## src/rtl/ltw_pkg.sv

```systemverilog
// ----------------------------------------------------------------------------
// ltw_pkg: shared definitions for the load cell readout and weigher
// Field widths, register map, codes of the control program and the
// control ROM itself.
// ----------------------------------------------------------------------------
package ltw_pkg;

  // Field widths of the input and result words.
  localparam int FuncW   = 2;
  localparam int WeightW = 16;
  localparam int RawOutW = 24;
  localparam int DivW    = 16;

  // Default converter word length.
  localparam int SAMPLE_BITS_DEF = 24;

  // Command codes carried by func.
  localparam logic [FuncW-1:0] FUNC_WEIGH = 2'd1;
  localparam logic [FuncW-1:0] FUNC_TARE  = 2'd2;

  // Configuration port.
  localparam int CfgAddrW = 3;
  localparam int CfgDataW = 32;
  localparam int RegIdxW  = CfgAddrW - 2;
  localparam logic [RegIdxW-1:0] REG_SCALE_DIV = 1'd0;
  localparam logic [DivW-1:0]    SCALE_DIV_RST = 16'd437;

  // Program counter values of the control program.
  localparam int StepW = 3;
  localparam logic [StepW-1:0] STEP_IDLE = 3'd0;
  localparam logic [StepW-1:0] STEP_WAIT = 3'd1;
  localparam logic [StepW-1:0] STEP_HIGH = 3'd2;
  localparam logic [StepW-1:0] STEP_LOW  = 3'd3;
  localparam logic [StepW-1:0] STEP_GAIN = 3'd4;
  localparam logic [StepW-1:0] STEP_DIV  = 3'd5;
  localparam logic [StepW-1:0] STEP_FIN  = 3'd6;

  // Jump conditions tested by a control word.
  typedef enum logic [2:0] {
    C_ALWAYS   = 3'd0,
    C_CMD      = 3'd1,
    C_DOUT_LOW = 3'd2,
    C_CNT_LAST = 3'd3,
    C_DIVIDE   = 3'd4
  } cond_e;

  // Datapath operations.
  typedef enum logic [2:0] {
    OP_NONE  = 3'd0,
    OP_START = 3'd1,
    OP_SHIFT = 3'd2,
    OP_FINAL = 3'd3,
    OP_DIV   = 3'd4,
    OP_WRITE = 3'd5
  } op_e;

  // One branch of a control word: where to go and what to do on the way.
  typedef struct packed {
    logic [StepW-1:0] step;
    op_e              op;
    logic             sck;
    logic             emit;
  } br_t;

  // One control word.
  typedef struct packed {
    logic  take;
    cond_e cond;
    br_t   jmp;
    br_t   nxt;
  } uop_t;

  // Status from the datapath to the sequencer.
  typedef struct packed {
    logic cmd;
    logic dout_low;
    logic cnt_last;
    logic divide;
  } stat_t;

  // Control from the sequencer.
  typedef struct packed {
    logic in_ready;
    logic fire;
    op_e  op;
    logic sck;
    logic emit;
    logic busy;
  } ctrl_t;

  // Result word held in the output register.
  typedef struct packed {
    logic               sck;
    logic               busy_res;
    logic [WeightW-1:0] weight;
    logic               weight_valid;
    logic               tare_done;
    logic [RawOutW-1:0] raw_reading;
  } out_word_t;

  function automatic br_t br(input logic [StepW-1:0] step, input op_e op,
                             input logic sck, input logic emit);
    br_t b;
    b.step = step;
    b.op   = op;
    b.sck  = sck;
    b.emit = emit;
    return b;
  endfunction

  // Control ROM. Each tick but the gain tick of a divide emits one result word;
  // the divide loop takes no tick and the finish step emits the weigh result.
  function automatic uop_t ucode(input logic [StepW-1:0] step);
    uop_t u;
    case (step)
      STEP_IDLE: begin
        u = '{take: 1'b1, cond: C_CMD,
              jmp: br(STEP_WAIT, OP_START, 1'b0, 1'b1),
              nxt: br(STEP_IDLE, OP_NONE, 1'b0, 1'b1)};
      end
      STEP_WAIT: begin
        u = '{take: 1'b1, cond: C_DOUT_LOW,
              jmp: br(STEP_HIGH, OP_NONE, 1'b1, 1'b1),
              nxt: br(STEP_WAIT, OP_NONE, 1'b0, 1'b1)};
      end
      STEP_HIGH: begin
        u = '{take: 1'b1, cond: C_ALWAYS,
              jmp: br(STEP_LOW, OP_NONE, 1'b0, 1'b1),
              nxt: br(STEP_LOW, OP_NONE, 1'b0, 1'b1)};
      end
      STEP_LOW: begin
        u = '{take: 1'b1, cond: C_CNT_LAST,
              jmp: br(STEP_GAIN, OP_SHIFT, 1'b1, 1'b1),
              nxt: br(STEP_HIGH, OP_SHIFT, 1'b1, 1'b1)};
      end
      STEP_GAIN: begin
        u = '{take: 1'b1, cond: C_DIVIDE,
              jmp: br(STEP_DIV, OP_FINAL, 1'b0, 1'b0),
              nxt: br(STEP_IDLE, OP_FINAL, 1'b0, 1'b1)};
      end
      STEP_DIV: begin
        u = '{take: 1'b0, cond: C_CNT_LAST,
              jmp: br(STEP_FIN, OP_DIV, 1'b0, 1'b0),
              nxt: br(STEP_DIV, OP_DIV, 1'b0, 1'b0)};
      end
      STEP_FIN: begin
        u = '{take: 1'b0, cond: C_ALWAYS,
              jmp: br(STEP_IDLE, OP_WRITE, 1'b0, 1'b1),
              nxt: br(STEP_IDLE, OP_WRITE, 1'b0, 1'b1)};
      end
      default: begin
        u = '{take: 1'b0, cond: C_ALWAYS,
              jmp: br(STEP_IDLE, OP_NONE, 1'b0, 1'b0),
              nxt: br(STEP_IDLE, OP_NONE, 1'b0, 1'b0)};
      end
    endcase
    return u;
  endfunction

endpackage

```

## src/rtl/ltw_in_if.sv

```systemverilog
// ----------------------------------------------------------------------------
// ltw_in_if: tick channel into the weigher
// Valid/ready channel carrying the command and the sampled data line.
// ----------------------------------------------------------------------------
interface ltw_in_if;
  logic                      valid;
  logic                      ready;
  logic [ltw_pkg::FuncW-1:0] func;
  logic                      dout;

  modport source (output valid, output func, output dout, input ready);
  modport sink (input valid, input func, input dout, output ready);
endinterface

```

## src/rtl/ltw_out_if.sv

```systemverilog
// ----------------------------------------------------------------------------
// ltw_out_if: result channel out of the weigher
// Valid/ready channel carrying the result words, one per emitting step.
// ----------------------------------------------------------------------------
interface ltw_out_if;
  logic                        valid;
  logic                        ready;
  logic                        sck;
  logic                        busy_res;
  logic [ltw_pkg::WeightW-1:0] weight;
  logic                        weight_valid;
  logic                        tare_done;
  logic [ltw_pkg::RawOutW-1:0] raw_reading;

  modport source (output valid, output sck, output busy_res, output weight,
                  output weight_valid, output tare_done, output raw_reading,
                  input ready);
  modport sink (input valid, input sck, input busy_res, input weight,
                input weight_valid, input tare_done, input raw_reading,
                output ready);
endinterface

```

## src/rtl/load_cell_adc_tare_weigher_unit.sv

```systemverilog
// ----------------------------------------------------------------------------
// load_cell_adc_tare_weigher_unit: load cell converter readout with tare
// Bit-banged serial readout of a 24-bit bridge converter, tare capture and
// scaling of the net reading to a weight.
// ----------------------------------------------------------------------------
// Each input word is one half-period tick of the serial link; each tick but the
// gain tick of a divide yields one result word, delivered through an output
// register in the cycle after the tick is accepted. After the closing tick of a
// weigh read whose net reading is positive, the net is divided by scale_divisor
// in a restoring divider that forms one quotient bit per cycle while the output
// register can take a word, then a write-back step. A full read spans
// 2*SAMPLE_BITS + 2 ticks from the tick that sees the data line low up to and
// including the gain tick, plus the divide for such a weigh. scale_divisor sits
// at byte address 0 and may be written only while the block is idle; a divisor
// of zero gives a weight of 0xFFFF when the net reading is positive.
// ----------------------------------------------------------------------------
module load_cell_adc_tare_weigher_unit #(
  parameter int SAMPLE_BITS = ltw_pkg::SAMPLE_BITS_DEF
) (
  input  logic                         clk_i,
  input  logic                         rst_ni,
  ltw_in_if.sink                       in_i,
  ltw_out_if.source                    out_o,
  input  logic                         psel,
  input  logic                         penable,
  input  logic                         pwrite,
  input  logic [ltw_pkg::CfgAddrW-1:0] paddr,
  input  logic [ltw_pkg::CfgDataW-1:0] pwdata,
  output logic [ltw_pkg::CfgDataW-1:0] prdata,
  output logic                         pready
);

  logic [ltw_pkg::DivW-1:0]    scale_div_q, scale_div_d;
  logic                        cfg_wr;
  logic                        cfg_hit;
  logic                        out_valid_q, out_valid_d;
  ltw_pkg::out_word_t          out_q, out_d;
  logic                        slot_free;
  ltw_pkg::stat_t              stat;
  ltw_pkg::ctrl_t              ctrl;
  logic [ltw_pkg::WeightW-1:0] weight;
  logic [ltw_pkg::RawOutW-1:0] raw;
  logic                        weight_valid;
  logic                        tare_done;

  // Configuration register.
  assign pready  = 1'b1;
  assign cfg_hit = (paddr[ltw_pkg::CfgAddrW-1:2] == ltw_pkg::REG_SCALE_DIV);
  assign cfg_wr  = psel && penable && pwrite && pready && cfg_hit;
  assign scale_div_d = cfg_wr ? pwdata[ltw_pkg::DivW-1:0] : scale_div_q;
  assign prdata  = cfg_hit ? ltw_pkg::CfgDataW'(scale_div_q) : '0;

  always_ff @(posedge clk_i or negedge rst_ni) begin
    if (!rst_ni) begin
      scale_div_q <= ltw_pkg::SCALE_DIV_RST;
    end else begin
      scale_div_q <= scale_div_d;
    end
  end

  // Sequencer and datapath.
  assign slot_free = !out_valid_q || out_o.ready;

  ltw_seq u_seq (
    .clk_i       (clk_i),
    .rst_ni      (rst_ni),
    .in_valid_i  (in_i.valid),
    .slot_free_i (slot_free),
    .stat_i      (stat),
    .ctrl_o      (ctrl)
  );

  ltw_dp #(
    .SAMPLE_BITS (SAMPLE_BITS)
  ) u_dp (
    .clk_i          (clk_i),
    .rst_ni         (rst_ni),
    .func_i         (in_i.func),
    .dout_i         (in_i.dout),
    .div_i          (scale_div_q),
    .ctrl_i         (ctrl),
    .stat_o         (stat),
    .weight_o       (weight),
    .raw_o          (raw),
    .weight_valid_o (weight_valid),
    .tare_done_o    (tare_done)
  );

  assign in_i.ready = ctrl.in_ready;

  // Output register: holds one result word until it is taken.
  assign out_d.sck          = ctrl.sck;
  assign out_d.busy_res     = ctrl.busy;
  assign out_d.weight       = weight;
  assign out_d.weight_valid = weight_valid;
  assign out_d.tare_done    = tare_done;
  assign out_d.raw_reading  = raw;

  always_comb begin
    out_valid_d = out_valid_q;
    if (ctrl.fire && ctrl.emit) begin
      out_valid_d = 1'b1;
    end else if (out_o.ready) begin
      out_valid_d = 1'b0;
    end
  end

  always_ff @(posedge clk_i or negedge rst_ni) begin
    if (!rst_ni) begin
      out_valid_q <= 1'b0;
    end else begin
      out_valid_q <= out_valid_d;
    end
  end

  always_ff @(posedge clk_i) begin
    if (ctrl.fire && ctrl.emit) begin
      out_q <= out_d;
    end
  end

  assign out_o.valid        = out_valid_q;
  assign out_o.sck          = out_q.sck;
  assign out_o.busy_res     = out_q.busy_res;
  assign out_o.weight       = out_q.weight;
  assign out_o.weight_valid = out_q.weight_valid;
  assign out_o.tare_done    = out_q.tare_done;
  assign out_o.raw_reading  = out_q.raw_reading;

  // A read ends with exactly one kind of result.
  a_one_result_kind: assert property (@(posedge clk_i) disable iff (!rst_ni)
    out_valid_q |-> !(out_q.weight_valid && out_q.tare_done))
    else $error("weight and tare reported in the same word");

  // A finished read always leaves the block idle with the clock low.
  a_done_idle: assert property (@(posedge clk_i) disable iff (!rst_ni)
    out_valid_q && (out_q.weight_valid || out_q.tare_done) |->
      !out_q.busy_res && !out_q.sck)
    else $error("result reported while still busy");

  // No tick is taken while the divider is running or writing back.
  a_no_tick_in_divide: assert property (@(posedge clk_i) disable iff (!rst_ni)
    ctrl.fire && (ctrl.op == ltw_pkg::OP_DIV) |-> !in_i.ready)
    else $error("tick accepted during divide");

  // A weigh result with a weight only follows divide steps or a net reading that is not positive.
  a_write_emits: assert property (@(posedge clk_i) disable iff (!rst_ni)
    ctrl.fire && (ctrl.op == ltw_pkg::OP_WRITE) |=> out_valid_q && out_q.weight_valid)
    else $error("divide result not delivered");

endmodule

```

## src/rtl/ltw_seq.sv

```systemverilog
// ----------------------------------------------------------------------------
// ltw_seq: control sequencer
// Program counter, control ROM lookup and jump condition select.
// ----------------------------------------------------------------------------
module ltw_seq (
  input  logic            clk_i,
  input  logic            rst_ni,
  input  logic            in_valid_i,
  input  logic            slot_free_i,
  input  ltw_pkg::stat_t  stat_i,
  output ltw_pkg::ctrl_t  ctrl_o
);

  logic [ltw_pkg::StepW-1:0] pc_q, pc_d;
  ltw_pkg::uop_t             uop;
  ltw_pkg::br_t              sel;
  logic                      cond_true;
  logic                      fire;

  // Fetch the control word for the current step.
  assign uop = ltw_pkg::ucode(pc_q);

  // Evaluate the jump condition.
  always_comb begin
    case (uop.cond)
      ltw_pkg::C_ALWAYS:   cond_true = 1'b1;
      ltw_pkg::C_CMD:      cond_true = stat_i.cmd;
      ltw_pkg::C_DOUT_LOW: cond_true = stat_i.dout_low;
      ltw_pkg::C_CNT_LAST: cond_true = stat_i.cnt_last;
      ltw_pkg::C_DIVIDE:   cond_true = stat_i.divide;
      default:             cond_true = 1'b0;
    endcase
  end

  assign sel = cond_true ? uop.jmp : uop.nxt;

  // A step advances once the output register can take a word and, for a
  // step that consumes a tick, a tick is offered.
  assign fire = slot_free_i && (!uop.take || in_valid_i);

  assign pc_d = fire ? sel.step : pc_q;

  always_ff @(posedge clk_i or negedge rst_ni) begin
    if (!rst_ni) begin
      pc_q <= ltw_pkg::STEP_IDLE;
    end else begin
      pc_q <= pc_d;
    end
  end

  assign ctrl_o.in_ready = uop.take && slot_free_i;
  assign ctrl_o.fire     = fire;
  assign ctrl_o.op       = sel.op;
  assign ctrl_o.sck      = sel.sck;
  assign ctrl_o.emit     = sel.emit;
  assign ctrl_o.busy     = (sel.step != ltw_pkg::STEP_IDLE);

endmodule

```

## src/rtl/ltw_dp.sv

```systemverilog
// ----------------------------------------------------------------------------
// ltw_dp: readout and weighing datapath
// Shift register, bit counter, tare and result registers, and a restoring
// divider that produces one quotient bit per divide step.
// ----------------------------------------------------------------------------
module ltw_dp #(
  parameter int SAMPLE_BITS = ltw_pkg::SAMPLE_BITS_DEF
) (
  input  logic                        clk_i,
  input  logic                        rst_ni,
  input  logic [ltw_pkg::FuncW-1:0]   func_i,
  input  logic                        dout_i,
  input  logic [ltw_pkg::DivW-1:0]    div_i,
  input  ltw_pkg::ctrl_t              ctrl_i,
  output ltw_pkg::stat_t              stat_o,
  output logic [ltw_pkg::WeightW-1:0] weight_o,
  output logic [ltw_pkg::RawOutW-1:0] raw_o,
  output logic                        weight_valid_o,
  output logic                        tare_done_o
);

  localparam int CntW = $clog2(SAMPLE_BITS);
  localparam int RawW = (SAMPLE_BITS > ltw_pkg::RawOutW) ? SAMPLE_BITS : ltw_pkg::RawOutW;
  localparam int RemW = ltw_pkg::DivW;
  localparam logic [SAMPLE_BITS-1:0] TopBit = SAMPLE_BITS'(1) << (SAMPLE_BITS - 1);
  localparam logic [CntW-1:0]        CntLast = CntW'(SAMPLE_BITS - 1);

  logic                         pend_q, pend_d;
  logic [CntW-1:0]              cnt_q, cnt_d;
  logic [SAMPLE_BITS-1:0]       work_q, work_d;
  logic [SAMPLE_BITS-1:0]       tare_q, tare_d;
  logic [RemW-1:0]              rem_q, rem_d;
  logic [ltw_pkg::WeightW-1:0]  quot_q, quot_d;
  logic [ltw_pkg::WeightW-1:0]  weight_q, weight_d;
  logic [ltw_pkg::RawOutW-1:0]  raw_q, raw_d;

  logic [SAMPLE_BITS-1:0]       raw_word;
  logic [RawW-1:0]              raw_ext;
  logic                         net_pos;
  logic [RemW:0]                rem_sh;
  logic [RemW+1:0]              rem_diff;
  logic                         rem_ge;

  // Offset binary word from the assembled bits.
  assign raw_word = work_q ^ TopBit;
  assign raw_ext  = RawW'(raw_word);
  assign net_pos  = (raw_word > tare_q);

  // One restoring divide step: bring in the next dividend bit, then
  // subtract the divisor where it fits.
  assign rem_sh   = {rem_q, work_q[SAMPLE_BITS-1]};
  assign rem_diff = {1'b0, rem_sh} - {2'b00, div_i};
  assign rem_ge   = !rem_diff[RemW+1];

  // Register updates selected by the current operation.
  always_comb begin
    pend_d   = pend_q;
    cnt_d    = cnt_q;
    work_d   = work_q;
    tare_d   = tare_q;
    rem_d    = rem_q;
    quot_d   = quot_q;
    weight_d = weight_q;
    raw_d    = raw_q;
    if (ctrl_i.fire) begin
      case (ctrl_i.op)
        ltw_pkg::OP_START: begin
          pend_d = (func_i == ltw_pkg::FUNC_TARE);
          cnt_d  = '0;
          work_d = '0;
        end
        ltw_pkg::OP_SHIFT: begin
          work_d = {work_q[SAMPLE_BITS-2:0], dout_i};
          cnt_d  = cnt_q + CntW'(1);
        end
        ltw_pkg::OP_FINAL: begin
          raw_d = raw_ext[ltw_pkg::RawOutW-1:0];
          cnt_d = '0;
          if (pend_q) begin
            tare_d = raw_word;
          end else if (net_pos) begin
            work_d = raw_word - tare_q;
            rem_d  = '0;
            quot_d = '0;
          end else begin
            weight_d = '0;
          end
        end
        ltw_pkg::OP_DIV: begin
          rem_d  = rem_ge ? rem_diff[RemW-1:0] : rem_sh[RemW-1:0];
          quot_d = {quot_q[ltw_pkg::WeightW-2:0], rem_ge};
          work_d = {work_q[SAMPLE_BITS-2:0], 1'b0};
          cnt_d  = cnt_q + CntW'(1);
        end
        ltw_pkg::OP_WRITE: begin
          weight_d = quot_q;
        end
        default: begin
        end
      endcase
    end
  end

  // Control and visible state.
  always_ff @(posedge clk_i or negedge rst_ni) begin
    if (!rst_ni) begin
      pend_q   <= 1'b0;
      cnt_q    <= '0;
      work_q   <= '0;
      tare_q   <= '0;
      weight_q <= '0;
      raw_q    <= '0;
    end else begin
      pend_q   <= pend_d;
      cnt_q    <= cnt_d;
      work_q   <= work_d;
      tare_q   <= tare_d;
      weight_q <= weight_d;
      raw_q    <= raw_d;
    end
  end

  // Divider working registers.
  always_ff @(posedge clk_i) begin
    rem_q  <= rem_d;
    quot_q <= quot_d;
  end

  assign stat_o.cmd      = (func_i == ltw_pkg::FUNC_WEIGH) || (func_i == ltw_pkg::FUNC_TARE);
  assign stat_o.dout_low = !dout_i;
  assign stat_o.cnt_last = (cnt_q == CntLast);
  assign stat_o.divide   = !pend_q && net_pos;

  assign weight_o       = weight_d;
  assign raw_o          = raw_d;
  assign tare_done_o    = (ctrl_i.op == ltw_pkg::OP_FINAL) && pend_q;
  assign weight_valid_o = ((ctrl_i.op == ltw_pkg::OP_FINAL) && !pend_q) ||
                          (ctrl_i.op == ltw_pkg::OP_WRITE);

endmodule
```

## src/flat_wrapper.sv

```systemverilog
// flat-port wrapper written by rule: the top's interface ports become plain ports
module load_cell_adc_tare_weigher_unit_flat 
#(
  parameter int SAMPLE_BITS = ltw_pkg::SAMPLE_BITS_DEF
)
  (clk_i, rst_ni, psel, penable, pwrite, paddr, pwdata, prdata, pready, in_i_valid, in_i_func, in_i_dout, in_i_ready, out_o_valid, out_o_sck, out_o_busy_res, out_o_weight, out_o_weight_valid, out_o_tare_done, out_o_raw_reading, out_o_ready);
  ltw_in_if in_i_i ();
  ltw_out_if out_o_i ();
  input  logic clk_i;
  input  logic rst_ni;
  input  logic psel;
  input  logic penable;
  input  logic pwrite;
  input  logic [ltw_pkg::CfgAddrW-1:0] paddr;
  input  logic [ltw_pkg::CfgDataW-1:0] pwdata;
  output logic [ltw_pkg::CfgDataW-1:0] prdata;
  output logic pready;
  input wire logic [$bits(in_i_i.valid)-1:0] in_i_valid;
  input wire logic [$bits(in_i_i.func)-1:0] in_i_func;
  input wire logic [$bits(in_i_i.dout)-1:0] in_i_dout;
  output wire logic [$bits(in_i_i.ready)-1:0] in_i_ready;
  output wire logic [$bits(out_o_i.valid)-1:0] out_o_valid;
  output wire logic [$bits(out_o_i.sck)-1:0] out_o_sck;
  output wire logic [$bits(out_o_i.busy_res)-1:0] out_o_busy_res;
  output wire logic [$bits(out_o_i.weight)-1:0] out_o_weight;
  output wire logic [$bits(out_o_i.weight_valid)-1:0] out_o_weight_valid;
  output wire logic [$bits(out_o_i.tare_done)-1:0] out_o_tare_done;
  output wire logic [$bits(out_o_i.raw_reading)-1:0] out_o_raw_reading;
  input wire logic [$bits(out_o_i.ready)-1:0] out_o_ready;
  assign in_i_i.valid = in_i_valid;
  assign in_i_i.func = in_i_func;
  assign in_i_i.dout = in_i_dout;
  assign in_i_ready = in_i_i.ready;
  assign out_o_valid = out_o_i.valid;
  assign out_o_sck = out_o_i.sck;
  assign out_o_busy_res = out_o_i.busy_res;
  assign out_o_weight = out_o_i.weight;
  assign out_o_weight_valid = out_o_i.weight_valid;
  assign out_o_tare_done = out_o_i.tare_done;
  assign out_o_raw_reading = out_o_i.raw_reading;
  assign out_o_i.ready = out_o_ready;
  load_cell_adc_tare_weigher_unit #(.SAMPLE_BITS(SAMPLE_BITS)) u_core (.clk_i(clk_i), .rst_ni(rst_ni), .in_i(in_i_i), .out_o(out_o_i), .psel(psel), .penable(penable), .pwrite(pwrite), .paddr(paddr), .pwdata(pwdata), .prdata(prdata), .pready(pready));
endmodule
```

## config.mk

```make
export PLATFORM = sky130hd
export DESIGN_NAME = load_cell_adc_tare_weigher_unit_flat
export DESIGN_NICKNAME = d
export VERILOG_FILES = /design/src/rtl/ltw_pkg.sv /design/src/rtl/ltw_in_if.sv /design/src/rtl/ltw_out_if.sv /design/src/rtl/load_cell_adc_tare_weigher_unit.sv /design/src/rtl/ltw_seq.sv /design/src/rtl/ltw_dp.sv /design/src/flat_wrapper.sv
export SDC_FILE = /design/constraint.sdc
export NUM_CORES = 1
export LEC_CHECK = 0
export ABC_AREA = 0
export ABC_CLOCK_PERIOD_IN_PS = 4920
export BUFFER_PORTS_ARGS = -buffer_cell sky130_fd_sc_hd__buf_2
export CAP_MARGIN = 20
export CELL_PAD_IN_SITES_DETAIL_PLACEMENT = 1
export CELL_PAD_IN_SITES_GLOBAL_PLACEMENT = 2
export CORE_ASPECT_RATIO = 1.1
export CORE_MARGIN = 5
export CORE_UTILIZATION = 35
export DETAILED_ROUTE_END_ITERATION = 10
export PLACE_DENSITY_LB_ADDON = 0.1
export SLEW_MARGIN = 30
export SYNTH_ARGS = -nofsm -noshare
export SYNTH_HDL_FRONTEND = slang
export SYNTH_SLANG_ARGS = --single-unit
```

## constraint.sdc

```tcl
create_clock -name clk_i -period 4.92 [get_ports clk_i]
set_input_delay 0.738 -clock clk_i [delete_from_list [all_inputs] [get_ports clk_i]]
set_output_delay 0.738 -clock clk_i [all_outputs]
set_load 0.02 [all_outputs]
```

==> results.cfg, run 1 <==
[setup_path]
cp_slowest_cell = a21oi_4
path_common_cell = inv_1
critical_path.endpoint_type = flop
worstPathCellList = inv_1, ha_1, inv_1, fa_1, nand3_1, a21oi_1, or3_1, and2_4, o31ai_4, o21bai_1, a21oi_4, buf_12
cp.arrival_ns = 3.93
worstSetupPathType = reg2reg
cp_max_fo = 26
critPathLaunchType = flop
worst_ep_required_time_ns = 5.05
cpPeakStageDelay_ns = 0.63

[clock_tree]
tritoncts = built
cts_sinks = 190
clk_latency_ns = 0.44
postCtsSetupRepairBufs = 0
clockRootBuffer = clkbuf_16
htreeDepth = 4
clkTransAtPathRegs_ns = 0.09
cts_resized = 0
cts_hold_buf = 0
cts_buffers = 17
clockBufferDepth = 2

[floorplan]
dieHeight_um = 184
dieWidth_um = 168
die-area_um2 = 30800
rows = 63
core_um2 = 27000
start_util_pct = 35.5
io-pin-count = 124

[synth]
async_flop_share_pct = 60.0
yosys_warnings = 0
synth_area_leaders = dfrtp_1 (28%), edfxtp_1 (24%), mux2_2 (7.5%)
synthFlopType = dfrtp_1
syn_avg_cell_area_um2 = 11.4
seq_area_frac_synth_pct = 53.6
yosysTopAreaCell = dfrtp_1
yosysMostFrequentCell = dfrtp_1
ys_types = 73
yosys-top-cells-count = dfrtp_1 (108), nor2_1 (94), edfxtp_1 (76)
syn_inst = 839
syn_area_um2 = 9600
yosys_register_bits = 190
synth_edf_count = 76
netlist.area_leader.share_pct = 28.1

[detailed_routing]
via_per_inst = 5.07
dr.pass1.iters = 4
drt-initial-drc-count = 290
detail-route-antenna-nets = 0
wl_um = 22600
route.met3.wl_um = 589
route.detailed.wl_per_inst_um = 17.5
met1_length_um = 9840
met2_length_um = 12000
vias = 6567
highest_layer = met4
drc = 0

[sta]
worst_clock_skew_ns = 0.0148
hold_viol = 0
fmax_mhz = 263
final_max_slew_viol_count = 0
finalCriticalPeriod_ns = 3.80
fin_crit_sh_pct = 77.3
hold_slack_ns = 0.253
setup_viol = 0
final.setup.worst_slack_ns = 1.12
setup_tns_ns = 0
worst_pin_slew_ns = 0.919
rsz0062_at_grt = false
relSlewSlack_pct = 38.7

[job]
maxCapViolations = 0

[power]
leakagePower_uw = 0.00474
p_per_area_nw_per_um2 = 760
peakVddDrop_mv = 0.283

[place]
pre_cts_ws_ns = 1.13
place.gp.congestion = 0.803
port-buffer-count = 88
dpl.hpwl_um = 16100
placed_area_um2 = 10400

[finish]
area_growth_pct = 14.8
n_fill_cell = 2967
final_util_pct = 40.8
drive_gt1_share_pct = 23.9
num_antenna_cells = 0
design_area_um2 = 11000
nets = 1014

[outcome]
outcome = finished clean

[global_route]
grt_overflow = 0
antenna_found_initial = 0
track_usage_pct = 14.9
grt_start_max_net_pins = 52
grt_pass1_wl_um = 37700
grt_pass1_vias = 7253

[hold_path]
hold_class = in2async
## worst max-delay path: cells and delay by family (launching register included)
family | cells | cell delay, ns
flops | 1 | 0.39
buf+inv | 3 | 0.45
simple gates | 3 | 0.73
fa+ha+maj | 2 | 0.57
compound gates | 4 | 1.32
## routing by layer
metal	track usage (%)	vias up
li1	-	3176
met1	18.2	3314
met2	27.6	65
met3	2.65	12
met4	3.08	0
met5	0	-
## sequential cells by signal, summed over array words and instances, names as in the netlist
signal / flops
u_core.out_o.tare_done: 1
u_core.u_dp.work_q: 24
u_core.out_o.weight: 16
u_core.u_dp.tare_q: 24
u_core.u_dp.rem_q: 16
u_core.u_dp.cnt_q: 5
u_core.out_o.valid: 1
u_core.scale_div_q: 16
u_core.u_seq.pc_q: 3
u_core.u_dp.pend_q: 1
u_core.out_o.sck: 1
u_core.u_dp.raw_q: 24
u_core.out_o.raw_reading: 24
u_core.out_o.weight_valid: 1
u_core.out_o.busy_res: 1
u_core.u_dp.weight_q: 16
u_core.u_dp.quot_q: 16
## path summary, 6_finish.rpt
kind	start	end	slack (ns)	cells after the start
max	u_core.u_dp.work_q[0]	u_core.out_o.raw_reading[14]	1.12	12
min	rst_ni	u_core.u_dp.weight_q[10]	0.25	1
max reg2reg	u_core.u_dp.work_q[0]	u_core.out_o.raw_reading[14]	1.12	12
min reg2reg	u_core.u_dp.tare_q[23]	u_core.u_dp.tare_q[23]	0.49	2
max in group asynchronous	rst_ni	u_core.u_dp.work_q[14]	3.58	2
min in group clk_i	u_core.u_dp.tare_q[23]	u_core.u_dp.tare_q[23]	0.49	2
## power breakdown
part           switching, uW  internal (uW)  total [uW]
combinational           2450           1610        4060
clock                    743            709        1450
sequential               398           2460        2860
## logic make-up (layout without fill, tap and decap cells)
family                     Yosys count  in the layout  synth area share, %
AOI/OAI and AO/OA                  180            180                 13.1
buffers and inverters              100            184                 5.00
and+or+nand+nor                    215            215                 10.7
other                                2             17               0.0782
adders and majority gates           44             44                 5.89
DFF                                190            190                 53.6
muxes                               76             76                 8.76
xor gates and xnor gates            32             32                 2.92
## layout make-up
class	count	area [um2]	share of cell area, %
clock inverter	15	209	1.90
tap	357	447	4.05
sequential	190	5140	46.7
multi-input combinational	564	4060	36.9
timing repair buffer	98	531	4.81
inverter	54	203	1.84
clock buffer	17	425	3.86
## placed cells by master (no fill, tap or decap), types with 8 or more instances in the layout
cell and count:
nand4_1 9, a221oi_1 16, a21oi_1 39, buf_4 10, buf_2 87, nor2_1 94, o21ai_0 42, xor2_1 10
a22oi_1 8, nand3_1 8, mux2_2 64, xnor2_1 22, edfxtp_1 76, ha_1 42, and3_1 20, clkbuf_16 17
inv_1 53, nor3_1 13, mux2i_1 12, conb_1 17, a22o_1 17, dfrtp_1 108, nand2_1 34, o21a_1 8
## per-stage QoR
step,total power [uW],cells
floorplan,5890,854
global placement,6890,1262
detailed placement,7000,1262
CTS,8520,1294
global route,9070,1295
finish,8370,1295
(Power assumes the default switching activity.)
==> run 2: changes to the inputs <==
Settings changed: ABC_AREA 0 to 1, ABC_CLOCK_PERIOD_IN_PS 4920 to 3200, CORE_UTILIZATION 35 to 32.
Clock period 4.92 ns to 3.2 ns, I/O delays scaled along.
==> results.cfg, run 2 <==
[outcome]
outcome = finished clean

[power]
peakVddDrop_mv = 0.320
leakagePower_uw = 0.00563
pwr-share-comb_pct = 19.7
p_sw_uw = 1920
power_frac_seq_pct = 44.8
power_switching_share_pct = 31.7
p_clk_share_pct = 35.5
p_int_uw = 4140
p_per_area_nw_per_um2 = 522
total_power_uw = 6070

[floorplan]
dieWidth_um = 179
start_util_pct = 32.3
die-area_um2 = 35200
io-pin-count = 124
rows = 68
dieHeight_um = 196
core_um2 = 31300

[place]
dp.cells = 1663
port-buffer-count = 88
dpl.hpwl_um = 19800
place.gp.congestion = 0.806

[setup_path]
worst_ep_required_time_ns = 3.32
ff2ff_path_depth = 16
critPathLaunchType = flop
reg2reg_to = u_core.out_o.raw_reading[17]
reg2reg_slack_ns = 0.31
critical_path.endpoint_type = flop
rr_startpoint = u_core.u_dp.work_q[0]
cp_max_fo = 39
worstSetupPathType = reg2reg
cp.arrival_ns = 3.01

[clock_tree]
clk_latency_ns = 0.45
cts_buffers = 17
cts_hold_buf = 0
tritoncts = built
htreeDepth = 4
postCtsSetupRepairBufs = 0
cts_resized = 0
cts_sinks = 190
clockBufferDepth = 2
clockRootBuffer = clkbuf_16
clkTransAtPathRegs_ns = 0.07

[detailed_routing]
drc = 0
detail-route-antenna-nets = 0
dr.pass1.iters = 4
via_per_inst = 4.67
wl_um = 27000
route.detailed.wl_per_inst_um = 16.0
vias = 7911
drt-initial-drc-count = 284

[global_route]
grt_pass1_vias = 8473
grt_start_max_net_pins = 115
grt_pass1_wl_um = 44500
antenna_found_initial = 0
track_usage_pct = 15.7
grt_overflow = 0

[finish]
nets = 1351
mostFrequentLayoutCells = nand2_1 (263), inv_1 (142), nor2_1 (108), dfrtp_1 (108), o21ai_0 (102)
finalNonFillerCells = 1695
area_growth_pct = 15.0
final_util_pct = 37.1
n_fill_cell = 3791
drive_gt1_share_pct = 14.0
num_antenna_cells = 0
final_common_cell = nand2_1

[sta]
finalCriticalPeriod_ns = 2.89
rsz0062_at_grt = false
worst_pin_slew_ns = 0.669
worst_clock_skew_ns = 0.0206
setup_viol = 0
setup_tns_ns = 0
hold_viol = 0
fmax_mhz = 346
fin_crit_sh_pct = 90.3
final_max_slew_viol_count = 0
relSlewSlack_pct = 55.4

[synth]
synth_edf_count = 76
synthFlopType = dfrtp_1
yosys_register_bits = 190
yosysMostFrequentCell = nand2_1
ys_types = 49
yosys_warnings = 0
seq_area_frac_synth_pct = 50.9
syn_area_um2 = 10100
syn_inst = 1167
yosys-top-cells-count = nand2_1 (263), inv_1 (143), nor2_1 (109)
syn_avg_cell_area_um2 = 8.66
async_flop_share_pct = 60.0
yosysTopAreaCell = dfrtp_1
synth_area_leaders = dfrtp_1 (27%), edfxtp_1 (23%), nand2_1 (9.8%)
netlist.area_leader.share_pct = 26.8

[hold_path]
hold_class = in2async

[job]
maxCapViolations = 0
[run 2: cell types whose count changed in the layout (fill, tap and decap cells not counted), moves of 48 or more]
cell / delta
nand3_1: +48
inv_1: +89
a21oi_1: +48
nand2_1: +229
mux2_2: -54
o21ai_0: +60
[run 2: how the worst max path moves through the flow]
stage,startpoint,end,slack (ns)
after floorplan,u_core.u_dp.tare_q[0],u_core.u_dp.quot_q[0],0.02
after global placement,u_core.u_dp.work_q[18],u_core.out_o.raw_reading[18],0.30
after detailed placement,u_core.u_dp.work_q[0],u_core.out_o.raw_reading[18],0.26
after CTS,u_core.u_dp.work_q[0],u_core.out_o.raw_reading[15],0.23
after global routing,u_core.u_dp.work_q[0],u_core.out_o.raw_reading[13],0.01
final,u_core.u_dp.work_q[0],u_core.out_o.raw_reading[17],0.31
[run 2: kinds of logic after synthesis]
kind of cell	Yosys count	synth area share (%)
compound gates	231	12.6
xor+xnor	14	1.21
fa+ha+maj	44	5.60
buf+inv	200	8.72
flops	190	50.9
mux	10	1.11
other cells	2	0.0743
simple gates	476	19.8
[run 2: per-stage QoR]
step / area [um2] / hold slack (ns) / worst slack (ns)
4_1_cts: 11600 / 0.172 / 0.227
6_report: 11600 / 0.139 / 0.310
3_5_place_dp: 11000 / 0.481 / 0.262
5_1_grt: 11600 / 0.202 / 0.0149
3_3_place_gp: 11000 / 0.468 / 0.302
2_1_floorplan: 10200 / 0.184 / 0.0165
[run 2: worst max-delay path: stages (launching register included)]
cell	delay, ns
dfrtp_1	0.36
inv_1	0.12
ha_1	0.16
inv_1	0.08
fa_1	0.39
nand2_1	0.10
nand2_1	0.09
nand3_1	0.10
nand2_1	0.08
nand2_1	0.08
nand3_2	0.10
nand3_1	0.15
nand3_1	0.14
nand2_1	0.09
nand3_1	0.13
inv_2	0.12
buf_12	0.24
[run 2: layout make-up]
type / instances / area (um2) / area share [%]
flip-flops and latches: 190 / 5140 / 44.3
multi-input cells: 792 / 4150 / 35.7
repair buffers: 112 / 661 / 5.69
inverters: 149 / 562 / 4.83
well taps: 420 / 526 / 4.52
clock buffers: 18 / 429 / 3.69
clock inverters: 14 / 153 / 1.31
[run 2: power by group through the flow]
| stage | clock, uW | combinational (uW) | sequential (uW) |
|---|---|---|---|
| 3_5_place_dp | 0 | 1230 | 2770 |
| 6_report | 2150 | 1190 | 2720 |
| 5_1_grt | 2330 | 1360 | 2730 |
| 3_3_place_gp | 0 | 1220 | 2770 |
| 4_1_cts | 2240 | 1230 | 2720 |
| 2_1_floorplan | 0 | 801 | 2800 |
[run 2: metal layers]
metal	global-route usage, %	up-vias	share of wire [%]
met1	18.7	3802	44
met4	4.09	0	1.4
met2	29.5	72	53
li1	-	4012	-
met5	0	-	0
met3	2.42	25	1.7
